==> config.mk <==
export PLATFORM = sky130hd
export DESIGN_NAME = pcm_downmix_box_resampler_flat
export DESIGN_NICKNAME = d
export VERILOG_FILES = /design/src/rtl/pdbr_pkg.sv /design/src/rtl/pdbr_in_if.sv /design/src/rtl/pdbr_out_if.sv /design/src/rtl/pdbr_div.sv /design/src/rtl/pdbr_dp.sv /design/src/rtl/pdbr_ctrl.sv /design/src/rtl/pcm_downmix_box_resampler.sv /design/src/flat_wrapper.sv
export SDC_FILE = /design/constraint.sdc
export NUM_CORES = 2
export LEC_CHECK = 0
export ABC_AREA = 0
export BUFFER_PORTS_ARGS = -buffer_cell sky130_fd_sc_hd__buf_2
export CAP_MARGIN = 30
export CORE_ASPECT_RATIO = 2
export CORE_MARGIN = 2
export CORE_UTILIZATION = 25
export DETAILED_ROUTE_END_ITERATION = 10
export HOLD_SLACK_MARGIN = 0.15
export PLACE_DENSITY = 0.46
export SETUP_SLACK_MARGIN = 0.5
export SYNTH_ARGS = -nofsm -noshare
export SYNTH_HDL_FRONTEND = slang
export SYNTH_HIERARCHICAL = 1
export SYNTH_SLANG_ARGS = --single-unit
==> constraint.sdc <==
create_clock -name clk -period 8.4 [get_ports clk]
set_input_delay 0 -clock clk [delete_from_list [all_inputs] [get_ports clk]]
set_output_delay 0 -clock clk [all_outputs]
set_load 0.03 [all_outputs]
==> src/rtl/pdbr_pkg.sv <==
package pdbr_pkg;

  // field and port widths
  localparam int unsigned SAMPLE_W   = 32;
  localparam int unsigned OUT_W      = 8;
  localparam int unsigned CFG_IDX_W  = 2;
  localparam int unsigned CFG_DATA_W = 24;
  localparam int unsigned BYTES_W    = 3;
  localparam int unsigned CHANS_W    = 4;
  localparam int unsigned STEP_W     = 24;

  // register indexes on the configuration port
  localparam logic [CFG_IDX_W-1:0] REG_BYTES = 2'd0;
  localparam logic [CFG_IDX_W-1:0] REG_CHANS = 2'd1;
  localparam logic [CFG_IDX_W-1:0] REG_STEP  = 2'd2;

  // register reset values
  localparam logic [BYTES_W-1:0] BYTES_RESET = 3'd2;
  localparam logic [CHANS_W-1:0] CHANS_RESET = 4'd2;

  // ratio constants, unsigned Q8.16
  localparam logic [STEP_W-1:0] STEP_ONE = 24'h010000;
  localparam logic [STEP_W-1:0] STEP_MIN = 24'd1024;

  // box weights never exceed 1.0
  localparam int unsigned        WEIGHT_W   = 17;
  localparam logic [WEIGHT_W-1:0] WEIGHT_ONE = 17'h10000;

  // quotient bits of the box rounding division
  localparam int unsigned BOX_Q_W = 8;

  // upsample run length limit
  localparam int unsigned        RUN_W    = 6;
  localparam logic [RUN_W-1:0]   RUN_LAST = 6'd63;

  typedef enum logic [3:0] {
    S_IDLE,
    S_MONO_LD,
    S_MONO_DIV,
    S_MONO_SET,
    S_BOX_MUL,
    S_BOX_ADD,
    S_BOX_LD,
    S_BOX_DIV,
    S_BOX_OUT,
    S_UP_EMIT
  } pdbr_state_t;

  // multiplier weight operand
  typedef enum logic {
    WSEL_BOX,
    WSEL_LEFT
  } pdbr_wsel_t;

  typedef struct packed {
    logic       accept;
    logic       mono_load;
    logic       box_load;
    logic       div_step;
    logic       mono_set;
    logic       mul;
    pdbr_wsel_t wsel;
    logic       acc_add;
    logic       box_emit;
    logic       up_emit;
    logic       phase_wrap;
  } pdbr_cmd_t;

  typedef struct packed {
    logic frame_last;
    logic div_done;
    logic box_mode;
    logic wn_gt_one;
    logic phase_lt_one;
    logic up_last;
    logic out_free;
  } pdbr_status_t;

endpackage

==> src/rtl/pdbr_in_if.sv <==
interface pdbr_in_if import pdbr_pkg::*; ();
  logic                valid;
  logic                ready;
  logic [SAMPLE_W-1:0] sample_word;

  modport source (output valid, output sample_word, input ready);
  modport sink (input valid, input sample_word, output ready);
endinterface

==> src/rtl/pdbr_out_if.sv <==
interface pdbr_out_if import pdbr_pkg::*; ();
  logic                    valid;
  logic                    ready;
  logic signed [OUT_W-1:0] out_sample;
  logic                    last_of_run;

  modport source (output valid, output out_sample, output last_of_run, input ready);
  modport sink (input valid, input out_sample, input last_of_run, output ready);
endinterface

==> src/rtl/pdbr_div.sv <==
module pdbr_div import pdbr_pkg::*; #(
  parameter int unsigned RW  = 41,
  parameter int unsigned DVW = 27,
  parameter int unsigned CW  = 5
) (
  input  logic           clk,
  input  logic           rst_n,
  input  logic           load,
  input  logic           step,
  input  logic [RW-1:0]  rem_init,
  input  logic [DVW-1:0] dvd_init,
  input  logic [RW-1:0]  divisor_init,
  input  logic [CW-1:0]  cnt_init,
  output logic [DVW-1:0] quot,
  output logic           last
);

  logic [RW-1:0]  rem_r;
  logic [DVW-1:0] dvd_r;
  logic [RW-1:0]  div_r;
  logic [CW-1:0]  cnt_r;
  logic [RW:0]    trial;
  logic           ge;
  logic [RW:0]    diff;

  // restoring step: one quotient bit shifted in per cycle while step is high
  assign trial = {rem_r, dvd_r[DVW-1]};
  assign ge    = trial >= {1'b0, div_r};
  assign diff  = trial - {1'b0, div_r};

  always_ff @(posedge clk) begin
    if (load) begin
      rem_r <= rem_init;
      dvd_r <= dvd_init;
      div_r <= divisor_init;
    end else if (step) begin
      rem_r <= ge ? diff[RW-1:0] : trial[RW-1:0];
      dvd_r <= {dvd_r[DVW-2:0], ge};
    end
  end

  // steps left in the current division, less one
  always_ff @(posedge clk) begin
    if (!rst_n) begin
      cnt_r <= '0;
    end else if (load) begin
      cnt_r <= cnt_init;
    end else if (step && (cnt_r != '0)) begin
      cnt_r <= cnt_r - 1'b1;
    end
  end

  assign quot = dvd_r;
  assign last = (cnt_r == '0);

endmodule

==> src/rtl/pdbr_dp.sv <==
module pdbr_dp import pdbr_pkg::*; #(
  parameter int unsigned MAX_CHANNELS  = 8,
  parameter int unsigned FRACTION_BITS = 16
) (
  input  logic                    clk,
  input  logic                    rst_n,
  input  logic                    cfg_wr_en,
  input  logic [CFG_IDX_W-1:0]    cfg_index,
  input  logic [CFG_DATA_W-1:0]   cfg_data,
  input  logic [SAMPLE_W-1:0]     sample_word,
  input  pdbr_cmd_t               cmd,
  output pdbr_status_t            status,
  input  logic                    out_ready,
  output logic                    out_valid,
  output logic signed [OUT_W-1:0] out_sample,
  output logic                    out_last
);

  localparam int unsigned FB    = FRACTION_BITS;
  localparam int unsigned CIW   = $clog2(MAX_CHANNELS + 1);
  localparam int unsigned SUMW  = $clog2(MAX_CHANNELS) + 8;
  localparam int unsigned MW    = FB + 8;
  localparam int unsigned PW    = MW + WEIGHT_W;
  localparam int unsigned ACCW  = FB + 33;
  localparam int unsigned NW    = FB + 33;
  localparam int unsigned RW    = FB + STEP_W + 1;
  localparam int unsigned DVW   = SUMW + FB;
  localparam int unsigned DCW   = $clog2(DVW);
  localparam int unsigned PHW   = WEIGHT_W + 1;
  localparam logic [MW:0] HALF  = (MW + 1)'(1) << (FB - 1);

  // saturate a sign and magnitude to signed 8 bits
  function automatic logic [OUT_W-1:0] sat8(input logic neg, input logic [8:0] mag);
    logic [8:0] m;
    logic [OUT_W-1:0] res;
    if (neg) begin
      m   = (mag > 9'd128) ? 9'd128 : mag;
      res = OUT_W'(9'd0 - m);
    end else begin
      m   = (mag > 9'd127) ? 9'd127 : mag;
      res = m[OUT_W-1:0];
    end
    return res;
  endfunction

  logic [BYTES_W-1:0]     bytes_r;
  logic [CHANS_W-1:0]     chans_r;
  logic [STEP_W-1:0]      step_r;
  logic [CIW-1:0]         idx_r;
  logic signed [SUMW-1:0] sum_r;
  logic [STEP_W-1:0]      wn_r;
  logic [ACCW-1:0]        acc_r;
  logic [PHW-1:0]         phase_r;
  logic [RUN_W-1:0]       run_cnt_r;
  logic                   out_valid_r;
  logic [OUT_W-1:0]       out_sample_r;
  logic                   out_last_r;
  logic [MW-1:0]          mono_mag_r;
  logic                   mono_neg_r;
  logic [PW-1:0]          prod_r;

  logic [BYTES_W-1:0]     bytes_eff;
  logic [CIW-1:0]         chans_eff;
  logic [STEP_W-1:0]      step_eff;
  logic [STEP_W-1:0]      step_new;
  logic signed [7:0]      red;
  logic signed [SUMW-1:0] red_ext;
  logic [SUMW-1:0]        sum_mag;
  logic [CIW-1:0]         idx_inc;
  logic                   wn_gt_one;
  logic [WEIGHT_W-1:0]    weight_box;
  logic [WEIGHT_W-1:0]    left;
  logic [WEIGHT_W-1:0]    weight;
  logic [PW-1:0]          prod_c;
  logic [ACCW-1:0]        prod_ext;
  logic [ACCW-1:0]        sprod;
  logic                   acc_neg;
  logic [NW-1:0]          acc2;
  logic [NW-1:0]          den_ext;
  logic [NW-1:0]          n_box;
  logic [RW-1:0]          rem_init;
  logic [DVW-1:0]         dvd_init;
  logic [RW-1:0]          divisor_init;
  logic [DCW-1:0]         cnt_init;
  logic [DVW-1:0]         quot;
  logic                   div_done;
  logic [PHW-1:0]         p_next;
  logic                   p_next_ge;
  logic                   up_last;
  logic [MW:0]            mono_rnd;
  logic [OUT_W-1:0]       box_sample;
  logic [OUT_W-1:0]       up_sample;
  logic                   emit;

  // effective register values
  always_comb begin
    if (bytes_r == '0) begin
      bytes_eff = BYTES_W'(1);
    end else if (bytes_r > BYTES_W'(4)) begin
      bytes_eff = BYTES_W'(4);
    end else begin
      bytes_eff = bytes_r;
    end
  end

  always_comb begin
    if (chans_r == '0) begin
      chans_eff = CIW'(1);
    end else if ({1'b0, chans_r} > 5'(MAX_CHANNELS)) begin
      chans_eff = CIW'(MAX_CHANNELS);
    end else begin
      chans_eff = CIW'(chans_r);
    end
  end

  assign step_eff = (step_r < STEP_MIN) ? STEP_MIN : step_r;
  assign step_new = (cfg_data[STEP_W-1:0] < STEP_MIN) ? STEP_MIN : cfg_data[STEP_W-1:0];

  // sample reduction to signed 8 bits
  always_comb begin
    unique case (bytes_eff)
      3'd1:    red = signed'(sample_word[7:0] ^ 8'h80);
      3'd2:    red = signed'(sample_word[15:8]);
      3'd3:    red = signed'(sample_word[23:16]);
      default: red = signed'(sample_word[31:24]);
    endcase
  end

  assign red_ext = SUMW'(red);
  assign idx_inc = idx_r + 1'b1;
  assign sum_mag = sum_r[SUMW-1] ? SUMW'(-sum_r) : SUMW'(sum_r);

  // box weight operands
  assign wn_gt_one  = wn_r > STEP_ONE;
  assign weight_box = wn_gt_one ? WEIGHT_ONE : wn_r[WEIGHT_W-1:0];
  assign left       = WEIGHT_ONE - wn_r[WEIGHT_W-1:0];
  assign weight     = (cmd.wsel == WSEL_LEFT) ? left : weight_box;
  assign prod_c     = PW'(mono_mag_r) * PW'(weight);

  // signed weighted mono
  assign prod_ext = ACCW'(prod_r);
  assign sprod    = mono_neg_r ? (ACCW'(0) - prod_ext) : prod_ext;

  // rounding numerator 2|acc| + den, one add or subtract
  assign acc_neg = acc_r[ACCW-1];
  assign acc2    = {acc_r[ACCW-2:0], 1'b0};
  assign den_ext = NW'(step_eff) << FB;
  assign n_box   = acc_neg ? (den_ext - acc2) : (den_ext + acc2);

  // divider operands: box rounding or channel average
  always_comb begin
    if (cmd.box_load) begin
      rem_init     = n_box[NW-1:BOX_Q_W];
      dvd_init     = {n_box[BOX_Q_W-1:0], {(DVW - BOX_Q_W){1'b0}}};
      divisor_init = {step_eff, {(FB + 1){1'b0}}};
      cnt_init     = DCW'(BOX_Q_W - 1);
    end else begin
      rem_init     = '0;
      dvd_init     = {sum_mag, {FB{1'b0}}};
      divisor_init = RW'(chans_eff);
      cnt_init     = DCW'(DVW - 1);
    end
  end

  pdbr_div #(
    .RW  (RW),
    .DVW (DVW),
    .CW  (DCW)
  ) u_div (
    .clk          (clk),
    .rst_n        (rst_n),
    .load         (cmd.mono_load | cmd.box_load),
    .step         (cmd.div_step),
    .rem_init     (rem_init),
    .dvd_init     (dvd_init),
    .divisor_init (divisor_init),
    .cnt_init     (cnt_init),
    .quot         (quot),
    .last         (div_done)
  );

  // upsample phase
  assign p_next    = phase_r + PHW'(step_eff[WEIGHT_W-1:0]);
  assign p_next_ge = p_next >= PHW'(WEIGHT_ONE);
  assign up_last   = p_next_ge || (run_cnt_r == RUN_LAST);

  // output rounding
  assign mono_rnd   = {1'b0, mono_mag_r} + HALF;
  assign up_sample  = sat8(mono_neg_r, mono_rnd[MW:FB]);
  assign box_sample = sat8(acc_neg, {1'b0, quot[BOX_Q_W-1:0]});
  assign emit       = cmd.box_emit | cmd.up_emit;

  // control and accumulator state
  always_ff @(posedge clk) begin
    if (!rst_n) begin
      bytes_r     <= BYTES_RESET;
      chans_r     <= CHANS_RESET;
      step_r      <= STEP_ONE;
      idx_r       <= '0;
      sum_r       <= '0;
      wn_r        <= STEP_ONE;
      acc_r       <= '0;
      phase_r     <= '0;
      run_cnt_r   <= '0;
      out_valid_r <= 1'b0;
    end else begin
      if (cmd.accept) begin
        sum_r <= sum_r + red_ext;
        idx_r <= (idx_inc >= chans_eff) ? '0 : idx_inc;
      end
      if (cmd.mono_load) begin
        sum_r <= '0;
      end
      if (cmd.mono_set) begin
        run_cnt_r <= '0;
      end
      if (cmd.acc_add) begin
        acc_r <= acc_r + sprod;
        if (wn_gt_one) begin
          wn_r <= wn_r - STEP_ONE;
        end
      end
      if (cmd.box_emit) begin
        acc_r <= sprod;
        wn_r  <= step_eff - STEP_W'(left);
      end
      if (cmd.up_emit) begin
        run_cnt_r <= run_cnt_r + 1'b1;
        if (!up_last) begin
          phase_r <= p_next;
        end else if (p_next_ge) begin
          phase_r <= p_next - PHW'(WEIGHT_ONE);
        end else begin
          phase_r <= '0;
        end
      end
      if (cmd.phase_wrap) begin
        phase_r <= phase_r - PHW'(WEIGHT_ONE);
      end
      // output register
      if (emit) begin
        out_valid_r <= 1'b1;
      end else if (out_ready) begin
        out_valid_r <= 1'b0;
      end
      // register writes
      if (cfg_wr_en) begin
        unique case (cfg_index)
          REG_BYTES: begin
            bytes_r <= cfg_data[BYTES_W-1:0];
            idx_r   <= '0;
            sum_r   <= '0;
          end
          REG_CHANS: begin
            chans_r <= cfg_data[CHANS_W-1:0];
            idx_r   <= '0;
            sum_r   <= '0;
          end
          REG_STEP: begin
            step_r  <= cfg_data[STEP_W-1:0];
            wn_r    <= step_new;
            acc_r   <= '0;
            phase_r <= '0;
          end
          default: begin
          end
        endcase
      end
    end
  end

  // payload registers
  always_ff @(posedge clk) begin
    if (cmd.mono_load) begin
      mono_neg_r <= sum_r[SUMW-1];
    end
    if (cmd.mono_set) begin
      mono_mag_r <= quot[MW-1:0];
    end
    if (cmd.mul) begin
      prod_r <= prod_c;
    end
    if (emit) begin
      out_sample_r <= cmd.box_emit ? box_sample : up_sample;
      out_last_r   <= cmd.box_emit ? 1'b1 : up_last;
    end
  end

  assign status.frame_last   = idx_inc >= chans_eff;
  assign status.div_done     = div_done;
  assign status.box_mode     = step_eff > STEP_ONE;
  assign status.wn_gt_one    = wn_gt_one;
  assign status.phase_lt_one = phase_r < PHW'(WEIGHT_ONE);
  assign status.up_last      = up_last;
  assign status.out_free     = !out_valid_r || out_ready;

  assign out_valid  = out_valid_r;
  assign out_sample = signed'(out_sample_r);
  assign out_last   = out_last_r;

endmodule

==> src/rtl/pdbr_ctrl.sv <==
module pdbr_ctrl import pdbr_pkg::*; (
  input  logic         clk,
  input  logic         rst_n,
  input  logic         in_valid,
  output logic         in_ready,
  input  pdbr_status_t status,
  output pdbr_cmd_t    cmd
);

  pdbr_state_t state_r;
  pdbr_state_t state_nxt;

  // state register
  always_ff @(posedge clk) begin
    if (!rst_n) begin
      state_r <= S_IDLE;
    end else begin
      state_r <= state_nxt;
    end
  end

  // next state and commands
  always_comb begin
    state_nxt = state_r;
    cmd       = '0;
    in_ready  = 1'b0;
    unique case (state_r)
      S_IDLE: begin
        in_ready = 1'b1;
        if (in_valid) begin
          cmd.accept = 1'b1;
          if (status.frame_last) begin
            state_nxt = S_MONO_LD;
          end
        end
      end
      S_MONO_LD: begin
        cmd.mono_load = 1'b1;
        state_nxt     = S_MONO_DIV;
      end
      S_MONO_DIV: begin
        cmd.div_step = 1'b1;
        if (status.div_done) begin
          state_nxt = S_MONO_SET;
        end
      end
      S_MONO_SET: begin
        cmd.mono_set = 1'b1;
        state_nxt    = status.box_mode ? S_BOX_MUL : S_UP_EMIT;
      end
      S_BOX_MUL: begin
        cmd.mul   = 1'b1;
        cmd.wsel  = WSEL_BOX;
        state_nxt = S_BOX_ADD;
      end
      S_BOX_ADD: begin
        cmd.acc_add = 1'b1;
        state_nxt   = status.wn_gt_one ? S_IDLE : S_BOX_LD;
      end
      S_BOX_LD: begin
        cmd.box_load = 1'b1;
        cmd.mul      = 1'b1;
        cmd.wsel     = WSEL_LEFT;
        state_nxt    = S_BOX_DIV;
      end
      S_BOX_DIV: begin
        cmd.div_step = 1'b1;
        if (status.div_done) begin
          state_nxt = S_BOX_OUT;
        end
      end
      S_BOX_OUT: begin
        if (status.out_free) begin
          cmd.box_emit = 1'b1;
          state_nxt    = S_IDLE;
        end
      end
      S_UP_EMIT: begin
        if (!status.phase_lt_one) begin
          cmd.phase_wrap = 1'b1;
          state_nxt      = S_IDLE;
        end else if (status.out_free) begin
          cmd.up_emit = 1'b1;
          if (status.up_last) begin
            state_nxt = S_IDLE;
          end
        end
      end
      default: begin
        state_nxt = S_IDLE;
      end
    endcase
  end

endmodule

==> src/rtl/pcm_downmix_box_resampler.sv <==
// channel   direction  handshake      payload
// in_ch     in         valid / ready  sample_word[31:0], one channel sample
// out_ch    out        valid / ready  out_sample[7:0] signed, last_of_run
// cfg_*     in         cfg_wr_en      cfg_index[1:0], cfg_data[23:0], no read-back
//
// a sample that does not close a frame only adds to the channel sum; in_ready stays high
// a frame-closing sample also runs the channel average (one quotient bit per cycle in the
//   shared divider); a box step without result then multiplies and adds, a box result also
//   divides for rounding and is emitted, or upsampled results are emitted one after another
// output stalls hold the sequencer only when a new result meets a full output register
// reset is synchronous, active low; registers return to 2 bytes, 2 channels, ratio 1.0
module pcm_downmix_box_resampler import pdbr_pkg::*; #(
  parameter int unsigned MAX_CHANNELS  = 8,
  parameter int unsigned FRACTION_BITS = 16
) (
  input  logic                  clk,
  input  logic                  rst_n,
  pdbr_in_if.sink               in_ch,
  pdbr_out_if.source            out_ch,
  input  logic                  cfg_wr_en,
  input  logic [CFG_IDX_W-1:0]  cfg_index,
  input  logic [CFG_DATA_W-1:0] cfg_data
);

  pdbr_cmd_t    cmd;
  pdbr_status_t status;
  logic         in_ready;
  logic         out_valid;
  logic signed [OUT_W-1:0] out_sample;
  logic         out_last;

  // sequencer
  pdbr_ctrl u_ctrl (
    .clk      (clk),
    .rst_n    (rst_n),
    .in_valid (in_ch.valid),
    .in_ready (in_ready),
    .status   (status),
    .cmd      (cmd)
  );

  // arithmetic and state
  pdbr_dp #(
    .MAX_CHANNELS  (MAX_CHANNELS),
    .FRACTION_BITS (FRACTION_BITS)
  ) u_dp (
    .clk         (clk),
    .rst_n       (rst_n),
    .cfg_wr_en   (cfg_wr_en),
    .cfg_index   (cfg_index),
    .cfg_data    (cfg_data),
    .sample_word (in_ch.sample_word),
    .cmd         (cmd),
    .status      (status),
    .out_ready   (out_ch.ready),
    .out_valid   (out_valid),
    .out_sample  (out_sample),
    .out_last    (out_last)
  );

  assign in_ch.ready        = in_ready;
  assign out_ch.valid       = out_valid;
  assign out_ch.out_sample  = out_sample;
  assign out_ch.last_of_run = out_last;

endmodule

==> src/flat_wrapper.sv <==
// flat-port wrapper written by rule: the top's interface ports become plain ports
module pcm_downmix_box_resampler_flat import pdbr_pkg::*;
#(
  parameter int unsigned MAX_CHANNELS  = 8,
  parameter int unsigned FRACTION_BITS = 16
)
  (clk, rst_n, cfg_wr_en, cfg_index, cfg_data, in_ch_valid, in_ch_sample_word, in_ch_ready, out_ch_valid, out_ch_out_sample, out_ch_last_of_run, out_ch_ready);
  pdbr_in_if in_ch_i ();
  pdbr_out_if out_ch_i ();
  input  logic clk;
  input  logic rst_n;
  input  logic cfg_wr_en;
  input  logic [CFG_IDX_W-1:0] cfg_index;
  input  logic [CFG_DATA_W-1:0] cfg_data;
  input wire logic [$bits(in_ch_i.valid)-1:0] in_ch_valid;
  input wire logic [$bits(in_ch_i.sample_word)-1:0] in_ch_sample_word;
  output wire logic [$bits(in_ch_i.ready)-1:0] in_ch_ready;
  output wire logic [$bits(out_ch_i.valid)-1:0] out_ch_valid;
  output wire logic [$bits(out_ch_i.out_sample)-1:0] out_ch_out_sample;
  output wire logic [$bits(out_ch_i.last_of_run)-1:0] out_ch_last_of_run;
  input wire logic [$bits(out_ch_i.ready)-1:0] out_ch_ready;
  assign in_ch_i.valid = in_ch_valid;
  assign in_ch_i.sample_word = in_ch_sample_word;
  assign in_ch_ready = in_ch_i.ready;
  assign out_ch_valid = out_ch_i.valid;
  assign out_ch_out_sample = out_ch_i.out_sample;
  assign out_ch_last_of_run = out_ch_i.last_of_run;
  assign out_ch_i.ready = out_ch_ready;
  pcm_downmix_box_resampler #(.MAX_CHANNELS(MAX_CHANNELS), .FRACTION_BITS(FRACTION_BITS)) u_core (.clk(clk), .rst_n(rst_n), .in_ch(in_ch_i), .out_ch(out_ch_i), .cfg_wr_en(cfg_wr_en), .cfg_index(cfg_index), .cfg_data(cfg_data));
endmodule
==> results.cfg <==
[placement]
dp_hpwl_um = 115000
dp.cells = 6799
dp_slack_ns = -0.131
io_buffer_count = 73
placed_cell_area_um2 = 43400
globalplace.congestion = 0.917

[status]
outcome = completed

[cts]
cts_tree = yes
cts_inserted_buffers = 35
clk_path_buf_depth = 3
clock_latency_ns = 0.61
cts_root_buf = clkbuf_16
path_clk_slew_ns = 0.07
clock_sinks = 337
h-tree-depth = 2

[worst_setup_path]
r2r_cells = 36
crit_path_start_kind = flop
cp.required_ns = 8.73
path_class = flop to flop
crit_top_cell = fa_1
arrival_ns = 8.56
slowest_delay_ns = 0.58
r2r_start = u_core/u_dp/wn_r[7]
slowest_stage = fa_1
critPathMaxFanout = 7
setup.worst_path.start = u_core/u_dp/wn_r[7]
crit_path_end_kind = flop

[sta]
finClkSkew_ns = 0.0335
tightest_slew_ns = 1.00
final-setup-viol-count = 0
fmax_ghz = 0.122
finalCritPeriodShare = 0.979
hold_viol_final = 0
drv_slew = 0
fin_ws_ns = 0.176
slew_headroom = 0.328
finalCriticalPeriod_ns = 8.22
grt_setup_unrepaired = true

[detailed_routing]
routed_wl_um = 141000
drc = 0
routed_via_density = 4.84
drt-wirelength-per-cell_um = 20.1
firstDrtPassIters = 5
antenna_left = 0
drt_iter0_drc = 1448
via_count = 33841

[power]
p_per_area_nw_per_um2 = 211
vdd.ir_drop.worst_mv = 0.145
p_leak_nw = 20.2
power.total_mw = 9.87

[finish]
final_cells = 6998
fin_nets = 5603
fill_cells = 16792
layout-drive-gt1-share = 0.126
design_area_um2 = 46700
area_growth_pct = 17.6
postLayoutCoreUtil = 0.296

[global_routing]
grtUsageMet2 = 0.349
gr-usage-met3 = 0.0114
grt_pass1_wl_um = 212000
grt_max_degree = 73
grt-ovfl-total = 0
grt_use_total = 0.171
grt-busiest-layer = met2
antenna_found_initial = 2
gr-usage-met1 = 0.153
grt_pass1_vias = 35512

[floorplan]
die_w_um = 286
io_pins = 74
die_y_um = 567
rows = 206
start_util = 0.252
dieArea_um2 = 162000
core_um2 = 157000

[logic_synthesis]
synth_edf_count = 184
synth_cells = 4689
syn_area_um2 = 39700
async_flop_share = 0
ys_seq_elements = 337
synth_cell_types = 95
ys_seq_area_frac = 0.216
synth_warnings = 6
ys.flop_type = edfxtp_1
syn_area_per_cell_um2 = 8.46

[run]
maxCapViolCount = 0

[min_path]
min_path_cells = 8
hp-class = input port to flop
worstHoldStart = in_ch_sample_word[28]
cell usage after synthesis, drive strengths merged, types with 19 or more instances:
| library cell | number | area (µm²) |
|---|---|---|
| inv | 576 | 2160 |
| nand2 | 532 | 2000 |
| fa | 335 | 6710 |
| ha | 316 | 3950 |
| a21oi | 311 | 1560 |
| nor2 | 302 | 1130 |
| o21ai | 229 | 1150 |
| and2 | 215 | 1350 |
| clkbuf | 202 | 762 |
| edfxtp | 184 | 5530 |
| xnor2 | 165 | 1450 |
| dfxtp | 153 | 3060 |
| xor2 | 101 | 892 |
| mux2i | 91 | 911 |
| a21o | 90 | 676 |
| nand3 | 73 | 365 |
| nor3 | 68 | 350 |
| nand2b | 53 | 332 |
| a211oi | 52 | 400 |
| o31ai | 45 | 357 |
| nor2b | 42 | 263 |
| a21boi | 38 | 285 |
| or3 | 38 | 248 |
| buf | 32 | 196 |
| and3 | 30 | 188 |
| mux2 | 30 | 338 |
| a31oi | 29 | 181 |
| o21bai | 29 | 218 |
| nand4 | 27 | 169 |
| o21a | 26 | 195 |
| nor4 | 24 | 163 |
| o211ai | 20 | 150 |
| o22ai | 19 | 119 |
flip-flops by register name (all words and copies together) (netlist names), 4 cells and up:
register / count
u_core/u_dp/acc_r: 49
u_core/u_dp/prod_r: 41
u_core/u_dp/u_div/div_r: 41
u_core/u_dp/u_div/rem_r: 41
u_core/u_dp/u_div/quot: 27
u_core/u_dp/mono_mag_r: 24
u_core/u_dp/step_r: 24
u_core/u_dp/wn_r: 24
u_core/u_dp/phase_r: 18
u_core/u_dp/sum_r: 11
u_core/u_dp/out_sample: 8
u_core/u_dp/run_cnt_r: 6
u_core/u_dp/u_div/cnt_r: 5
u_core/u_ctrl/state_r: 4
u_core/u_dp/chans_r: 4
u_core/u_dp/idx_r: 4
area by class of cell:
| type | instances | area, µm² | area share |
|---|---|---|---|
| diodes | 2 | 5.00 | 0.000107 |
| inverters | 577 | 2170 | 0.0464 |
| clock buffers | 45 | 945 | 0.0202 |
| flip-flops and latches | 337 | 8590 | 0.184 |
| repair buffers | 368 | 3210 | 0.0689 |
| well taps | 2080 | 2600 | 0.0558 |
| clock inverters | 19 | 204 | 0.00437 |
| multi-input cells | 3570 | 28900 | 0.620 |
power breakdown:
group	internal (mW)	switching, mW
logic	2.26	3.32
registers	2.33	0.301
clock network	0.880	0.786
layout by cell type (no fill, tap or decap), drive strengths merged, types with 24 or more instances in the layout:
master and count:
dfxtp 153, xnor2 165, buf 303, and2 215, ha 316, mux2 30, fa 335, nor3 68
edfxtp 184, o21a 26, nor4 24, clkbuf 46, a21oi 311, or3 38, nand3 73, nand2 532
inv 581, o31ai 45, nor2b 42, nand2b 53, xor2 101, a21boi 38, o21ai 229, mux2i 92
conb 30, a21o 90, o21bai 29, a211oi 52, dlygate4sd3 64, and3 30, nand4 27, nor2 302
a31oi 29
stage by stage:
step / TNS (ns) / hold slack, ns
final: 0 / 0.173
after global routing: -0.176 / 0.222
after CTS: 0 / 0.157
after detailed placement: -0.198 / 0.291
after global placement: -0.225 / 0.285
after floorplan: 0 / 0.122
routing by layer:
metal | routed length, µm | vias up
li1 | - | 16221
met1 | 45300 | 16654
met2 | 80600 | 629
met3 | 2810 | 337
met4 | 12300 | 0
met5 | 0 | -
path summary, 6_finish.rpt:
check	end	slack, ns
worst max-delay path	u_core/u_dp/prod_r[31]	0.18
worst min-delay path	u_core/u_dp/sum_r[4]	0.17
worst min register to register	u_core/u_dp/mono_mag_r[10]	0.45
worst max register to register	u_core/u_dp/prod_r[31]	0.18
logic make-up after synthesis:
group,count (synthesis),synth area share
xor gates and xnor gates,266,0.0589
buffers and inverters,811,0.0788
and+or+nand+nor,1468,0.178
muxes,121,0.0315
DFF,337,0.216
adders and majority gates,651,0.269
other,2,0.000189
AOI/OAI and AO/OA,1033,0.167
worst max-delay path: cells and delay by family (launching register included):
family	cells	cell delay, ns
fa+ha+maj	7	3.38
simple gates	10	2.17
buf+inv	11	1.05
compound gates	7	0.89
flops	1	0.33
xor+xnor	1	0.09
timing repair:
action                                  CTS  global route
pin swaps                                43            36
buffers inserted                         39            23
resized for setup                       108           113
hold endpoints to repair                 88             0
hold buffers                             64             0
gates cloned                              5             2
endpoints found under the setup margin   21            21
Power figures use the tool's default switching activity.
